$ cat config.mk
export PLATFORM = sky130hd
export DESIGN_NAME = bvcc_ram
export DESIGN_NICKNAME = d
export VERILOG_FILES = /design/src/rtl/core/assert_macros.svh /design/src/rtl/core/bvcc_ram.sv
export SDC_FILE = /design/constraint.sdc
export NUM_CORES = 2
export LEC_CHECK = 0
export BUFFER_PORTS_ARGS = -buffer_cell sky130_fd_sc_hd__buf_2
export CAP_MARGIN = 20
export CORE_UTILIZATION = 48
export DETAILED_ROUTE_END_ITERATION = 8
export PLACE_DENSITY_LB_ADDON = 0.05
export SLEW_MARGIN = 10
export SYNTH_ARGS = -nofsm -noshare
export SYNTH_HDL_FRONTEND = slang
export SYNTH_SLANG_ARGS = --single-unit
export TNS_END_PERCENT = 1
$ cat constraint.sdc
create_clock -name clk -period 3.4 [get_ports clk]
set_input_delay 0.17 -clock clk [delete_from_list [all_inputs] [get_ports clk]]
set_output_delay 0.17 -clock clk [all_outputs]
set_load 0.02 [all_outputs]
$ cat src/rtl/core/assert_macros.svh
// Assertion macros shared by the checker RTL.
// Depends on nothing; files that assert include it by name.
`ifndef ASSERT_MACROS_SVH
`define ASSERT_MACROS_SVH

// Concurrent assertion sampled on the rising clock, off while reset is low.
`define ASSERT_AT(lbl, clk, rst_n, prop, msg) \
	lbl: assert property (@(posedge clk) disable iff (!rst_n) prop) \
		else $error(msg);

// Condition that must never hold on a sampled clock edge.
`define ASSERT_NEVER(lbl, clk, rst_n, expr, msg) \
	`ASSERT_AT(lbl, clk, rst_n, !(expr), msg)

`endif

$ cat src/rtl/core/bvcc_ram.sv
// Generic simple dual-port RAM with one write port and one registered read port.
// Used for the coefficient columns and the sense/bound table. No dependencies.
module bvcc_ram #(
	parameter int WIDTH = 32,
	parameter int DEPTH = 64,
	localparam int AW = (DEPTH > 1) ? $clog2(DEPTH) : 1
) (
	input  logic             clk,
	input  logic             we,
	input  logic [AW-1:0]    waddr,
	input  logic [WIDTH-1:0] wdata,
	input  logic             re,
	input  logic [AW-1:0]    raddr,
	output logic [WIDTH-1:0] rdata
);

	logic [WIDTH-1:0] mem_q [0:DEPTH-1];

	always_ff @(posedge clk) begin
		if (we) begin
			mem_q[waddr] <= wdata;
		end
		if (re) begin
			rdata <= mem_q[raddr];
		end
	end

endmodule

==> PnR_summary.wiki <==
{| class="wikitable"
! Metric !! Value
|-
| Result of the run || completed
|-
| Die X || around 410 µm
|-
| Slack of the worst reg-to-reg path || 0.55 ns
|-
| Slew HR || approximately 22%
|-
| Cell area after placement || between 0.08 and 0.09 mm²
|-
| Critical hold path startpoint || wdata[22]
|-
| Post-route setup TNS || 0 ns
|-
| Chain of cells forming the critical path || buf_8 -> buf_12 -> buf_4 -> mux4_2 -> mux4_2 -> o22ai_1 -> nor2_1
|-
| Reg2Reg Launch Point || mem_q[54][23]$_DFFE_PP_
|-
| Maximum fanout encountered on the critical timing path || 31
|-
| Worst reg2reg endpoint || rdata[23]$_DFFE_PP_
|-
| Top cells by instance count after synthesis || edfxtp_1 (2080), mux4_2 (544), nor2_1 (137), mux2i_1 (93), o22ai_1 (84)
|-
| Synthesis-to-layout area growth || 15.0%
|-
| Bufs and invs on worst path || 3
|-
| Post-layout worst setup margin || 0.364 ns
|-
| Period utilization || approximately 90%
|-
| Number of vias per cell after detailed routing || between 6 and 7
|-
| First DRT Iteration DRCs || 4585
|-
| Worst setup startpoint || raddr[0]
|-
| Critical Path Max Stage Delay || 0.93 ns
|-
| Maximum ir drop on the vdd rail || slightly below 500 µV
|-
| Drt first pass iters || 7
|-
| Worst Reg-to-Reg Cells || 4
|-
| Count of mapped cells out of synthesis || about 3.3k
|-
| Power density of the placed cells || slightly below 600 mW/mm²
|-
| Endpoint kind of the worst setup timing path || flip-flop
|-
| Leading post-synthesis cells by cell area || edfxtp_1 (79%), mux4_2 (16%), mux2i_1 (1.2%)
|-
| Final WL || 221000 µm
|-
| Worst path top cell family by delay || multiplexers
|-
| Shortest period the worst path allows || 3.04 ns
|-
| Synthesized area || approximately 0.08 mm²
|-
| Area share of the largest cell type after synthesis || slightly below 80%
|-
| Share of cells above drive strength 1 || a little over 30%
|-
| Flop and latch count out of synthesis || around 2.1k
|-
| # IOs || slightly below 80
|-
| Number of enable flip-flop cells after synthesis || around 2.1k
|-
| Number of stages on the worst hold path || 1
|-
| Most common cell in the netlist || edfxtp_1
|-
| Initial core utilization || 48.4%
|-
| Reg clk slew, reported paths || 0.06 ns
|-
| Die Outline Area || around 0.17 mm²
|-
| Grt ovf || 0
|-
| Category of the worst setup path launch point || input port
|-
| Longest Clk Path Bufs || 3
|-
| Clock insertion delay at the later pin of the skew report || roughly 0.83 ns
|-
| HPWL Detailed || between 100000 and 150000 µm
|-
| Total clock buffers created by CTS || 206
|-
| Port Buffer Count || 78
|-
| First-pass GRT wire length || 304000 µm
|-
| Remaining number of nets flagged by the antenna check after routing || 0
|-
| Standard-cell rows || between 100 and 150
|-
| Final Hold Vio Count || 0
|-
| Max capacitance violation total || 0
|-
| Worst hold path endpoint || mem_q[25][22]$_DFFE_PP_
|-
| Predominant post-synthesis flop cell || edfxtp_1
|-
| Data arrival at the endpoint of the critical path || 3.55 ns
|-
| Sequential-to-total area share from yosys stat || between 70% and 80%
|-
| CTS tree || done
|-
| Unrepaired setup endpoints after global routing || no
|-
| Floorplan die height || between 400 and 500 µm
|-
| Global routing usage summed across all routing layers || between 20% and 30%
|-
| Asr flop ratio synth || 0%
|-
| Total Nets Final || around 3.8k
|-
| Number of distinct library cells after synthesis || 33
|-
| Post-Synthesis Net Count || between 3k and 4k
|-
| Final Cell Area || between 0.09 and 0.1 mm²
|-
| Smallest hold slack || approximately 0.052 ns
|-
| Endpoint required time on the critical path || between 3 and 4 ns
|-
| Hold crit path type || input port to flip-flop
|-
| Max-slew violation total from the final report || 0
|-
| Max Clk Rate || 329 MHz
|-
| Worst-case setup slack after placement || -0.386 ns
|-
| Final GP Congestion || between 0.8 and 0.9
|-
| Number of antenna violations at the first check in global routing || 36
|-
| Number of global-route vias before repair || around 39k
|-
| Average cell area after synthesis || around 24 µm²
|-
| CTS HTree Levels || 4
|-
| YS warnings || 0
|-
| Buffer cell driving the clock tree root || clkbuf_16
|-
| Crit-path most repeated cell || mux4_2
|-
| Via count || between 30k and 40k
|-
| Reported leakage power || approximately 28 nW
|-
| Placeable core area || 0.163 mm²
|-
| Endpoints failing setup || 0
|-
| Pin count of the biggest net entering global routing || 65
|-
| Clk sinks || 2080
|-
| Crit path kind || input port to flip-flop
|-
| Slew at the pin closest to its max-slew limit || between 1 and 1.5 ns
|-
| Number of design rule violations left after detail routing || 0
|-
| DR WL/cell || ~36 µm
|-
| Cell accounting for the most synthesized area || edfxtp_1
|-
| Slowest cell on crit path || o22ai_1
|-
| Clock Skews || 0.0223 ns
|}
## stage by stage
| stage | cells | power (mW) | util [%] |
|---|---|---|---|
| 2_1_floorplan | 3324 | 30.5 | - |
| 3_3_place_gp | 5644 | 32.0 | 51.5 |
| 3_5_place_dp | 5647 | 32.1 | 51.6 |
| 4_1_cts | 6052 | 53.4 | 55.6 |
| 5_1_grt | 6058 | 54.4 | 55.6 |
| 6_report | 6061 | 53.0 | 55.6 |
## cells by family after synthesis
family                 count (synthesis)  synth area share (%)
AND/OR/NAND/NOR                      223                  1.26
buffers and inverters                182                  1.12
AO/OA/AOI/OAI                        202                  1.67
multiplexers                         637                  16.7
flip-flops                          2080                  79.2
## where the power goes
| group | switching [mW] | internal [mW] |
|---|---|---|
| clock | 9.41 | 12.1 |
| combinational | 1.89 | 1.08 |
| sequential | 0.106 | 28.4 |
## worst max path at each step
stage	end	cells after the start	slack, ns
floorplan	mem_q[48][0]$_DFFE_PP_	4	0.07
global placement	rdata[23]$_DFFE_PP_	7	-0.37
detailed placement	rdata[23]$_DFFE_PP_	7	-0.39
CTS	rdata[23]$_DFFE_PP_	7	0.53
global route	rdata[23]$_DFFE_PP_	7	0.44
finish	rdata[23]$_DFFE_PP_	7	0.36
## flip-flops by register name, indices dropped and copies added, names as in the netlist
register  flops
rdata        32
mem_q      2048
## final cells by class
cell class	instances	area, µm²
repair buffers	356	3160
diodes	4	10.0
multi-input cells	1062	16000
clock buffers	270	5440
flip-flops and latches	2080	62500
well taps	2175	2720
fillers	12100	72300
clock inverters	114	886
## cell usage in the layout, fill, tap and decap left out, drive strengths merged, types with 8 or more instances in the layout
cell and n:
edfxtp 2080, mux4 544, buf 332, clkbuf 270
nor2 137, mux2i 93, clkinv 92, o22ai 84
a21oi 62, o221ai 27, nand2 26, dlygate4sd3 24
nor2b 15, a22oi 12, bufinv 11, nand2b 8
a311oi 8, inv 8
## metal layers
metal	routed length [µm]	GRT usage, %	up-vias
li1	-	-	15100
met1	88800	38.1	20600
met2	104000	41.7	1807
met3	22600	7.29	276
met4	5190	6.88	16
met5	114	0	-
## timing repair
item | CTS | global route
hold buffers | 21 | 3
hold endpoints to repair | 490 | 125
gates resized for setup | 0 | 0
buffers inserted | 0 | 0
Note: power is estimated with default switching activity, not from simulation.
